[config.mk]
export PLATFORM = sky130hd
export DESIGN_NAME = ddemc_front
export DESIGN_NICKNAME = d
export VERILOG_FILES = /design/src/rtl/core/ddemc_pkg.sv /design/src/rtl/core/ddemc_front.sv
export SDC_FILE = /design/constraint.sdc
export NUM_CORES = 1
export LEC_CHECK = 0
export ABC_AREA = 0
export ABC_CLOCK_PERIOD_IN_PS = 3200
export BUFFER_PORTS_ARGS = -buffer_cell sky130_fd_sc_hd__buf_2
export CAP_MARGIN = 25
export CORE_UTILIZATION = 45
export CTS_BUF_LIST = sky130_fd_sc_hd__clkbuf_4
export CTS_CLUSTER_DIAMETER = 50
export DETAILED_ROUTE_END_ITERATION = 10
export PLACE_DENSITY = 0.76
export SLEW_MARGIN = 20
export SYNTH_ARGS = -nofsm -noshare
export SYNTH_HDL_FRONTEND = slang
export SYNTH_SLANG_ARGS = --single-unit
[constraint.sdc]
create_clock -name i_clk -period 3.2 [get_ports i_clk]
set_input_delay 0.64 -clock i_clk [delete_from_list [all_inputs] [get_ports i_clk]]
set_output_delay 0.64 -clock i_clk [all_outputs]
set_load 0.1 [all_outputs]
[src/rtl/core/ddemc_pkg.sv]
`timescale 1ns / 1ps
// ----------------------------------------------------------------------------
// ddemc_pkg
// Shared types and constants for the two-wheel drive move controller.
// ----------------------------------------------------------------------------
package ddemc_pkg;

    localparam int COUNT_WIDTH = 32;
    localparam int NUM_W       = 64;
    localparam int DEN_W       = 48;
    localparam int PROD_W      = 76;
    localparam int QCNT_W      = $clog2(NUM_W);
    localparam int FIFO_DEPTH  = 2;
    localparam int PTR_W       = $clog2(FIFO_DEPTH);
    localparam logic [17:0] PI_Q16 = 18'd205887;

    localparam logic [2:0] ACT_TICK    = 3'd0;
    localparam logic [2:0] ACT_LEFT    = 3'd1;
    localparam logic [2:0] ACT_RIGHT   = 3'd2;
    localparam logic [2:0] ACT_SET_DIR = 3'd3;
    localparam logic [2:0] ACT_SET_SPD = 3'd4;
    localparam logic [2:0] ACT_FWD     = 3'd5;
    localparam logic [2:0] ACT_BACK    = 3'd6;
    localparam logic [2:0] ACT_TURN    = 3'd7;

    localparam logic [2:0] CFG_SPEED   = 3'd0;
    localparam logic [2:0] CFG_PERIOD  = 3'd1;
    localparam logic [2:0] CFG_DIAM    = 3'd2;
    localparam logic [2:0] CFG_SLOTS   = 3'd3;
    localparam logic [2:0] CFG_SPACING = 3'd4;
    localparam logic [2:0] CFG_REP_EN  = 3'd5;
    localparam logic [2:0] CFG_BEEP_EN = 3'd6;

    localparam logic [1:0] SIDE_LEFT  = 2'd0;
    localparam logic [1:0] SIDE_RIGHT = 2'd1;
    localparam logic [1:0] SIDE_NONE  = 2'd3;

    localparam logic [1:0] MOVE_IDLE = 2'd0;
    localparam logic [1:0] MOVE_TURN = 2'd1;
    localparam logic [1:0] MOVE_FWD  = 2'd2;
    localparam logic [1:0] MOVE_BACK = 2'd3;

    typedef enum logic [1:0] {
        K_TICK,
        K_IMPULSE,
        K_SET,
        K_MOVE
    } t_kind;

    typedef struct packed {
        t_kind             kind;
        logic [2:0]        action;
        logic [1:0]        side;
        logic signed [1:0] dir;
        logic [7:0]        speed;
        logic [15:0]       amount;
    } t_item;

    typedef struct packed {
        logic  valid;
        t_item item;
    } t_head;

    typedef struct packed {
        logic [7:0]  default_speed;
        logic [15:0] report_period_ms;
        logic [15:0] wheel_diameter;
        logic [7:0]  slot_count;
        logic [15:0] wheel_spacing;
        logic        report_enable;
        logic        beep_enable;
    } t_cfg;

    typedef enum logic [3:0] {
        ST_IDLE,
        ST_DECODE,
        ST_TGT1,
        ST_TGT2,
        ST_TGT3,
        ST_RPT1,
        ST_RPT2,
        ST_RPT3,
        ST_RPT4,
        ST_DSTART,
        ST_DIV,
        ST_EMIT
    } t_state;

endpackage

[src/rtl/core/ddemc_front.sv]
`timescale 1ns / 1ps
// ----------------------------------------------------------------------------
// ddemc_front
// Accepts input words, classifies them and queues them for the back end.
// ----------------------------------------------------------------------------
module ddemc_front (
    input  logic                 i_clk,
    input  logic                 i_rst_n,
    input  logic                 i_valid,
    output logic                 o_stall,
    input  logic [2:0]           i_action,
    input  logic [1:0]           i_side,
    input  logic signed [1:0]    i_direction,
    input  logic [7:0]           i_speed,
    input  logic signed [15:0]   i_amount,
    output ddemc_pkg::t_head     o_head,
    input  logic                 i_pop
);
    import ddemc_pkg::*;

    t_item             r_mem [FIFO_DEPTH];
    logic [PTR_W-1:0]  r_wr_ptr, r_rd_ptr;
    logic [PTR_W:0]    r_count;
    t_item             w_item;
    logic              w_push;
    logic              w_pop;

    always_comb begin
        w_item.action = i_action;
        w_item.side   = i_side;
        w_item.speed  = i_speed;
        w_item.amount = i_amount;
        case (i_direction)
            2'sd1:   w_item.dir = 2'sd1;
            -2'sd1:  w_item.dir = -2'sd1;
            default: w_item.dir = 2'sd0;
        endcase
        case (i_action)
            ACT_TICK:                w_item.kind = K_TICK;
            ACT_LEFT, ACT_RIGHT:     w_item.kind = K_IMPULSE;
            ACT_SET_DIR, ACT_SET_SPD: w_item.kind = K_SET;
            default:                 w_item.kind = K_MOVE;
        endcase
    end

    assign o_stall = (r_count == (PTR_W+1)'(FIFO_DEPTH));
    assign w_push  = i_valid && !o_stall;
    assign w_pop   = i_pop && (r_count != '0);

    assign o_head.valid = (r_count != '0);
    assign o_head.item  = r_mem[r_rd_ptr];

    always_ff @(posedge i_clk) begin
        if (w_push) begin
            r_mem[r_wr_ptr] <= w_item;
        end
    end

    always_ff @(posedge i_clk) begin
        if (!i_rst_n) begin
            r_wr_ptr <= '0;
            r_rd_ptr <= '0;
            r_count  <= '0;
        end else begin
            if (w_push) begin
                r_wr_ptr <= r_wr_ptr + 1'b1;
            end
            if (w_pop) begin
                r_rd_ptr <= r_rd_ptr + 1'b1;
            end
            r_count <= r_count + (PTR_W+1)'(w_push) - (PTR_W+1)'(w_pop);
        end
    end

endmodule

==> results.sh, run 1 <==
export IMPL_outcome="complete, no violations"
export IMPL_synth_area_leaders="edfxtp_1, mux2_4, dfxtp_1"
export IMPL_crit_required_ns=2.56
export IMPL_htreeDepth=3
export IMPL_rows=28
export IMPL_fin_setup_tns_ns=0
export IMPL_ys_warn_count=0
export IMPL_synthesis_nets=173
export IMPL_layout_common_cells="buf_2, edfxtp_1, mux2_4, clkbuf_4, nor2_1"
export IMPL_rsz0062_at_grt="false"
export IMPL_dieWidth_um=80.9
export IMPL_cts_setup_buffers=0
export IMPL_drt_pass1_iter_count=4
export IMPL_grt_pass1_wl_um=6530
export IMPL_die_height_um=80.9
export IMPL_start_util=0.471
export IMPL_hold_ws_ns=0.445
export IMPL_busiest_layer="met2"
export IMPL_hpwlAfterDp_um=2800
export IMPL_crit_chain="buf_12, mux2_2, buf_2"
export IMPL_yosysUniqueCellTypes=19
export IMPL_min_path_cells=1
export IMPL_setup_viol=0
export IMPL_vias=1390
export IMPL_nets=250
export IMPL_max_stage_delay_ns=0.70
export IMPL_hold_violations=0
export IMPL_synth_cells=136
export IMPL_ctsResizeCount=0
export IMPL_holdPathEnd="r_mem[1][16]$_DFFE_PP_"
export IMPL_clock_skew_ns=0.00776
export IMPL_hp_class="in2reg"
export IMPL_cts_sinks=71
export IMPL_antenna_found_initial=0
export IMPL_cp_slowest_cell="dfxtp_2"
export IMPL_syn_area_mm2=0.00280
export IMPL_reg2regPathDepth=2
export IMPL_critPathArrivalTime_ns=1.97
export IMPL_antenna_cells=0
export IMPL_cts_buffer_depth=2
export IMPL_synth_seq_cells=71
export IMPL_gr_usage_met3=0.0472
export IMPL_worst_setup_path_start_kind="flip-flop"
export IMPL_end_kind="output pin"
export IMPL_relSlewSlack=0.471
export IMPL_die_area_mm2=0.00655
export IMPL_timing_final_crit_period_ns=2.61
export IMPL_worstHoldStart="i_speed[0]"
export IMPL_ys_seq_area_frac=0.743
export IMPL_drive_above_1_share=0.553
export IMPL_crit_fanout=17
export IMPL_path_class="reg2out"
export IMPL_yosysTopAreaCell="edfxtp_1"
export IMPL_worst_slew_pin_slew_ns=0.793
export IMPL_vias_per_cell=4.76
export IMPL_ios=70
export IMPL_r2r_setup_slack_ns=1.57
export IMPL_r2r_start="r_count[0]$_SDFF_PN0_"
export IMPL_grt_max_degree=34
export IMPL_core_mm2=0.00596
export IMPL_nFillCells=482
export IMPL_area_growth_pct=17.9
export IMPL_post_route_drc_count=0
export IMPL_clock_root_buffer="clkbuf_4"
export IMPL_cts_made_buffers=9
export IMPL_timing_rr_end="r_mem[1][10]$_DFFE_PP_"
export IMPL_cts_tree="done"
export IMPL_drv_slew=0
export IMPL_cts_hold_buf=0
export IMPL_wl_per_cell_um=14.1
export IMPL_netlist_area_leader_share=0.707
export IMPL_grt_util_all_layers=0.141
export IMPL_io_buffers=69
export IMPL_drt_iter0_drc=68
export IMPL_max_freq_mhz=383
export IMPL_mostFrequentLayoutCell="buf_2"
export IMPL_avgSynthCellArea_um2=20.6
export IMPL_routed_wl_um=4130
export IMPL_insertion_delay_ns=0.38
export IMPL_overflow=0
export IMPL_clkTransAtPathRegs_ns=0.10
export IMPL_ant_nets=0
export IMPL_fin_crit_sh=0.815
export IMPL_cap_viol_max_count=0
export IMPL_grtUsageMet1=0.173
export IMPL_gp_congestion=0.654
export IMPL_first_global_vias=1364
export IMPL_met2_usage=0.225
==> Yosys cell counts <==
cell type,instances
dfxtp_1,5
mux2_2,3
inv_1,3
nand2_1,3
or2_2,1
clkbuf_1,1
xor2_1,1
and3_1,1
edfxtp_1,66
buf_12,3
nand2b_1,3
nor2_1,7
mux2_4,30
xnor2_1,2
o21a_1,1
mux2i_1,1
ha_1,2
and2_1,2
buf_6,1
==> layer usage <==
| metal | routed length, µm | part of all wire | vias up |
|---|---|---|---|
| met5 | 0 | 0 | - |
| met1 | 1750 | 0.42 | 667 |
| met4 | 43 | 0.010 | 0 |
| met3 | 272 | 0.066 | 6 |
| met2 | 2060 | 0.50 | 48 |
| li1 | - | - | 669 |
==> state kept, by name, summed over array words and instances (netlist names), named ones only <==
register,count
r_count,2
r_wr_ptr,1
r_mem,66
r_rd_ptr,1
==> per-stage QoR <==
stage,util,instance area [µm²],setup slack [ns],cells
detailed placement,0.538,3200,0.970,277
finish,0.555,3310,0.592,292
CTS,0.555,3310,0.532,292
global placement,0.538,3200,0.976,277
floorplan,-,2800,0.648,136
global route,0.555,3310,0.479,292
==> worst max-delay path, delay by kind of cell (launching register included) <==
family	cells	cell delay, ns
buf+inv	2	0.55
flops	1	0.70
mux	1	0.35
==> worst max-delay path by stage <==
stage / start / end / depth (start not counted)
after floorplan: i_valid / r_mem[0][0]$_DFFE_PP_ / 2
after global placement: flip-flop / o_head[32] / 3
after detailed placement: flip-flop / o_head[32] / 3
after CTS: flip-flop / o_head[32] / 3
after global routing: flip-flop / o_head[32] / 3
final: flip-flop / o_head[32] / 3
==> kinds of logic after synthesis <==
family | Yosys count | synth area share
AND/OR/NAND/NOR | 17 | 0.0290
multiplexers | 34 | 0.176
buffers and inverters | 8 | 0.0308
flip-flops | 71 | 0.743
adder cells (fa/ha/maj) | 2 | 0.00893
AO/OA/AOI/OAI | 1 | 0.00268
XOR/XNOR | 3 | 0.00938
==> area by class of cell <==
type | count | area (µm²) | share of cell area
Clock buffer | 12 | 90.1 | 0.0273
Sequential cell | 71 | 2080 | 0.630
Timing Repair Buffer | 71 | 373 | 0.113
Multi-Input combinational cell | 57 | 643 | 0.195
Tap cell | 75 | 93.8 | 0.0284
Clock inverter | 3 | 11.3 | 0.00341
Inverter | 3 | 11.3 | 0.00341
Power of run 1 is left out: the tool's default activity adds up to more than one toggle a clock period on the data nets, which glitch-free logic cannot reach.
==> run 2, diff against run 1 <==
--- a/config.mk
+++ b/config.mk
@@ -6,14 +6,14 @@
 export NUM_CORES = 1
 export LEC_CHECK = 0
 export ABC_AREA = 0
-export ABC_CLOCK_PERIOD_IN_PS = 3200
+export ABC_CLOCK_PERIOD_IN_PS = 2200
 export BUFFER_PORTS_ARGS = -buffer_cell sky130_fd_sc_hd__buf_2
 export CAP_MARGIN = 25
 export CORE_UTILIZATION = 45
 export CTS_BUF_LIST = sky130_fd_sc_hd__clkbuf_4
 export CTS_CLUSTER_DIAMETER = 50
 export DETAILED_ROUTE_END_ITERATION = 10
-export PLACE_DENSITY = 0.76
+export PLACE_DENSITY = 0.79
 export SLEW_MARGIN = 20
 export SYNTH_ARGS = -nofsm -noshare
 export SYNTH_HDL_FRONTEND = slang
==> constraint.sdc (replaced) <==
create_clock -name i_clk -period 2.2 [get_ports i_clk]
set_input_delay 0.44 -clock i_clk [delete_from_list [all_inputs] [get_ports i_clk]]
set_output_delay 0.44 -clock i_clk [all_outputs]
set_load 0.1 [all_outputs]
==> results.sh, run 2 (synthesis gave the netlist of run 1 again) <==
export IMPL_outcome="complete, no violations"
export IMPL_max_stage_delay_ns=0.38
export IMPL_critPathArrivalTime_ns=1.66
export IMPL_post_route_drc_count=0
export IMPL_vias_per_cell=4.71
export IMPL_vias=1388
export IMPL_rows=28
export IMPL_cts_made_buffers=9
export IMPL_drt_iter0_drc=77
export IMPL_timing_final_crit_period_ns=2.10
export IMPL_drv_slew=0
export IMPL_core_mm2=0.00596
export IMPL_fin_crit_sh=0.953
export IMPL_grt_util_all_layers=0.135
export IMPL_top_register="r_mem"
export IMPL_setup_viol=0
export IMPL_grt_pass1_wl_um=6300
export IMPL_crit_required_ns=1.76
export IMPL_timing_rr_end="r_count[1]$_SDFF_PN0_"
export IMPL_worstHoldStart="i_speed[6]"
export IMPL_r2r_setup_slack_ns=0.56
export IMPL_crit_chain="buf_6, mux2_2, buf_2"
export IMPL_die_height_um=80.9
export IMPL_htreeDepth=3
export IMPL_cap_viol_max_count=0
export IMPL_path_class="reg2out"
export IMPL_hp_class="in2reg"
export IMPL_hold_violations=0
export IMPL_worst_setup_path_start_kind="flip-flop"
export IMPL_largest_reg_flops=66
export IMPL_top_regs="r_mem: 66 flops, r_count: 2 flops"
export IMPL_holdPathEnd="r_mem[0][22]$_DFFE_PP_"
export IMPL_start_util=0.471
export IMPL_routed_wl_um=3970
export IMPL_grt_max_degree=34
export IMPL_rsz0062_at_grt="false"
export IMPL_overflow=0
export IMPL_mostFrequentLayoutCell="buf_2"
export IMPL_clkTransAtPathRegs_ns=0.11
export IMPL_min_path_cells=1
export IMPL_ios=70
export IMPL_r2r_start="r_count[0]$_SDFF_PN0_"
export IMPL_hold_ws_ns=0.236
export IMPL_worst_slew_pin_slew_ns=0.506
export IMPL_cts_setup_buffers=0
export IMPL_area_growth_pct=19.2
export IMPL_max_freq_mhz=477
export IMPL_drive_above_1_share=0.559
export IMPL_ant_nets=0
export IMPL_dieWidth_um=80.9
export IMPL_clock_root_buffer="clkbuf_4"
export IMPL_first_global_vias=1381
export IMPL_nets=252
export IMPL_antenna_found_initial=0
export IMPL_antenna_cells=0
export IMPL_die_area_mm2=0.00655
export IMPL_insertion_delay_ns=0.39
export IMPL_clock_skew_ns=0.0121
export IMPL_fin_setup_tns_ns=0
export IMPL_gp_congestion=0.656
export IMPL_drt_pass1_iter_count=4
export IMPL_cp_slowest_cell="mux2_2"
export IMPL_cts_buffer_depth=2
export IMPL_crit_fanout=20
export IMPL_cts_tree="done"
export IMPL_cts_sinks=71
export IMPL_layout_common_cells="buf_2, edfxtp_1, mux2_4, clkbuf_4, nor2_1"
export IMPL_io_buffers=69
export IMPL_end_kind="output pin"
export IMPL_nFillCells=498
export IMPL_reg2regPathDepth=8
export IMPL_wl_per_cell_um=13.5
export IMPL_relSlewSlack=0.665
[run 2: timing repair]
| item | CTS | global route |
|---|---|---|
| hold buffers | 0 | 0 |
| setup endpoints to repair | 2 | 0 |
| resized for setup | 1 | 0 |
[run 2: routing by layer]
metal / global-route usage / wire length, µm / vias up
met5: 0 / 0 / -
met4: 0.0643 / 66 / 0
met3: 0.0382 / 242 / 6
met2: 0.225 / 1960 / 48
met1: 0.160 / 1700 / 665
li1: - / - / 669
[run 2: worst max-delay path, delay by kind of cell, from the launching register on]
kind | cells | cell delay, ns
mux | 1 | 0.38
flops | 1 | 0.34
buf+inv | 2 | 0.54
[run 2: worst max path at each step]
stage          slack [ns]               endpoint                   from
6_report             0.10              o_head[1]              flip-flop
3_3_place_gp         0.45              o_head[0]              flip-flop
2_1_floorplan        0.34  r_mem[0][0]$_DFFE_PP_  r_count[0]$_SDFF_PN0_
5_1_grt              0.04              o_head[0]              flip-flop
3_5_place_dp         0.43              o_head[1]              flip-flop
4_1_cts              0.07              o_head[1]              flip-flop
[run 2: metrics by stage]
step	area [µm²]	util	setup slack, ns	instances
after CTS	3340	0.561	0.0669	295
final	3340	0.561	0.103	295
after global routing	3340	0.561	0.0351	295
after global placement	3210	0.538	0.450	279
after detailed placement	3210	0.538	0.432	279
after floorplan	2810	-	0.343	136
[run 2: area by class of cell]
type	instances	area, µm²	area share
inverter	3	11.3	0.00337
clock inverter	7	63.8	0.0191
multi-input combinational	57	642	0.192
clock buffer	9	67.6	0.0202
tap	75	93.8	0.0281
sequential	71	2080	0.624
timing repair buffer	73	379	0.113
Power of run 2 is left out for the same reason.
==> run 3, diff against run 2 <==
--- a/config.mk
+++ b/config.mk
@@ -9,6 +9,7 @@
 export ABC_CLOCK_PERIOD_IN_PS = 2200
 export BUFFER_PORTS_ARGS = -buffer_cell sky130_fd_sc_hd__buf_2
 export CAP_MARGIN = 25
+export CORE_ASPECT_RATIO = 0.9
 export CORE_UTILIZATION = 45
 export CTS_BUF_LIST = sky130_fd_sc_hd__clkbuf_4
 export CTS_CLUSTER_DIAMETER = 50
==> results.sh, run 3 (synthesis gave the netlist of run 1 again) <==
export IMPL_cp_slowest_cell="dfxtp_4"
export IMPL_insertion_delay_ns=0.39
export IMPL_max_freq_mhz=479
export IMPL_cts_made_buffers=9
export IMPL_hold_ws_ns=0.232
export IMPL_cap_viol_max_count=0
export IMPL_largest_reg_flops=66
export IMPL_overflow=0
export IMPL_vias=1398
export IMPL_clkTransAtPathRegs_ns=0.10
export IMPL_timing_final_crit_period_ns=2.09
export IMPL_hold_violations=0
export IMPL_top_regs="r_mem: 66 flops, r_count: 2 flops"
export IMPL_vias_per_cell=4.80
export IMPL_drv_slew=0
export IMPL_io_buffers=69
export IMPL_die_area_mm2=0.00655
export IMPL_antenna_cells=0
export IMPL_area_growth_pct=22.6
export IMPL_hpwlAfterDp_um=2820
export IMPL_path_class="reg2out"
export IMPL_cts_hold_buf=0
export IMPL_setup_viol=0
export IMPL_top_register="r_mem"
export IMPL_end_kind="output pin"
export IMPL_fin_crit_sh=0.949
export IMPL_worst_slew_pin_slew_ns=0.498
export IMPL_gp_congestion=0.719
export IMPL_grt_max_degree=34
export IMPL_ios=70
export IMPL_cts_buffer_depth=2
export IMPL_worst_setup_path_start_kind="flip-flop"
export IMPL_ant_nets=0
export IMPL_routed_wl_um=4500
export IMPL_dp_cells=273
export IMPL_nFillCells=447
export IMPL_max_stage_delay_ns=0.40
export IMPL_drt_iter0_drc=46
export IMPL_cts_sinks=71
export IMPL_grt_util_all_layers=0.152
export IMPL_htreeDepth=3
export IMPL_layout_common_cells="edfxtp_1, buf_2, mux2_4, buf_4, clkbuf_4"
export IMPL_grt_pass1_wl_um=7180
export IMPL_drt_pass1_iter_count=4
export IMPL_rsz0062_at_grt="false"
export IMPL_mostFrequentLayoutCell="edfxtp_1"
export IMPL_antenna_found_initial=0
export IMPL_post_route_drc_count=0
export IMPL_relSlewSlack=0.670
export IMPL_r2r_setup_slack_ns=0.54
export IMPL_rows=26
export IMPL_cts_tree="done"
export IMPL_crit_fanout=14
export IMPL_dieWidth_um=85.2
export IMPL_clock_root_buffer="clkbuf_4"
export IMPL_final_cells=291
export IMPL_wl_per_cell_um=15.5
export IMPL_first_global_vias=1521
export IMPL_nets=253
export IMPL_crit_required_ns=1.76
export IMPL_clock_skew_ns=0.00604
export IMPL_hp_class="in2reg"
export IMPL_critPathArrivalTime_ns=1.65
export IMPL_crit_chain="bufbuf_16, mux2_4, buf_4"
export IMPL_fin_setup_tns_ns=0
export IMPL_core_mm2=0.00586
export IMPL_outcome="complete, no violations"
export IMPL_start_util=0.479
export IMPL_drive_above_1_share=0.561
export IMPL_die_height_um=76.9
[run 3: timing repair]
action                                 4_1_cts  5_1_grt
gates cloned                                 1        0
gates resized for setup                     15        0
setup buffers                                0        1
setup endpoints to repair                   28       14
pin swaps                                    0        0
endpoints found under the hold margin        0        0
[run 3: worst max-delay path: cells and delay by family (launching register included)]
kind     cells  cell delay (ns)
buf+inv      2             0.55
flops        1             0.40
mux          1             0.31
[run 3: worst paths after layout]
kind / start / end / cells after the start
setup / recovery: flip-flop / o_head[13] / 3
hold / removal: i_amount[14] / r_mem[0][14]$_DFFE_PP_ / 1
setup reg to reg: r_count[0]$_SDFF_PN0_ / r_count[1]$_SDFF_PN0_ / 8
hold reg to reg: r_rd_ptr$_SDFFE_PN0P_ / r_rd_ptr$_SDFFE_PN0P_ / 2
[run 3: layout make-up]
type | instances | area (µm²) | area share
clock inverter | 5 | 72.6 | 0.0211
multi-input combinational | 57 | 642 | 0.187
timing repair buffer | 74 | 455 | 0.133
sequential | 71 | 2090 | 0.607
inverter | 3 | 11.3 | 0.00328
clock buffer | 11 | 82.6 | 0.0240
tap | 70 | 87.6 | 0.0255
[run 3: through the flow]
stage,util,instance area [µm²],setup slack [ns]
after floorplan,-,2810,0.343
after global placement,0.547,3200,0.434
after global routing,0.587,3440,0.0138
final,0.587,3440,0.112
after detailed placement,0.547,3200,0.418
after CTS,0.586,3430,0.0155
[run 3: routing by layer]
metal | track usage | wire, µm | up-vias
li1 | - | - | 674
met1 | 0.160 | 1850 | 666
met2 | 0.256 | 2240 | 55
met3 | 0.0904 | 371 | 3
met4 | 0.0407 | 32 | 0
met5 | 0 | 0 | -
Power of run 3 is left out for the same reason.
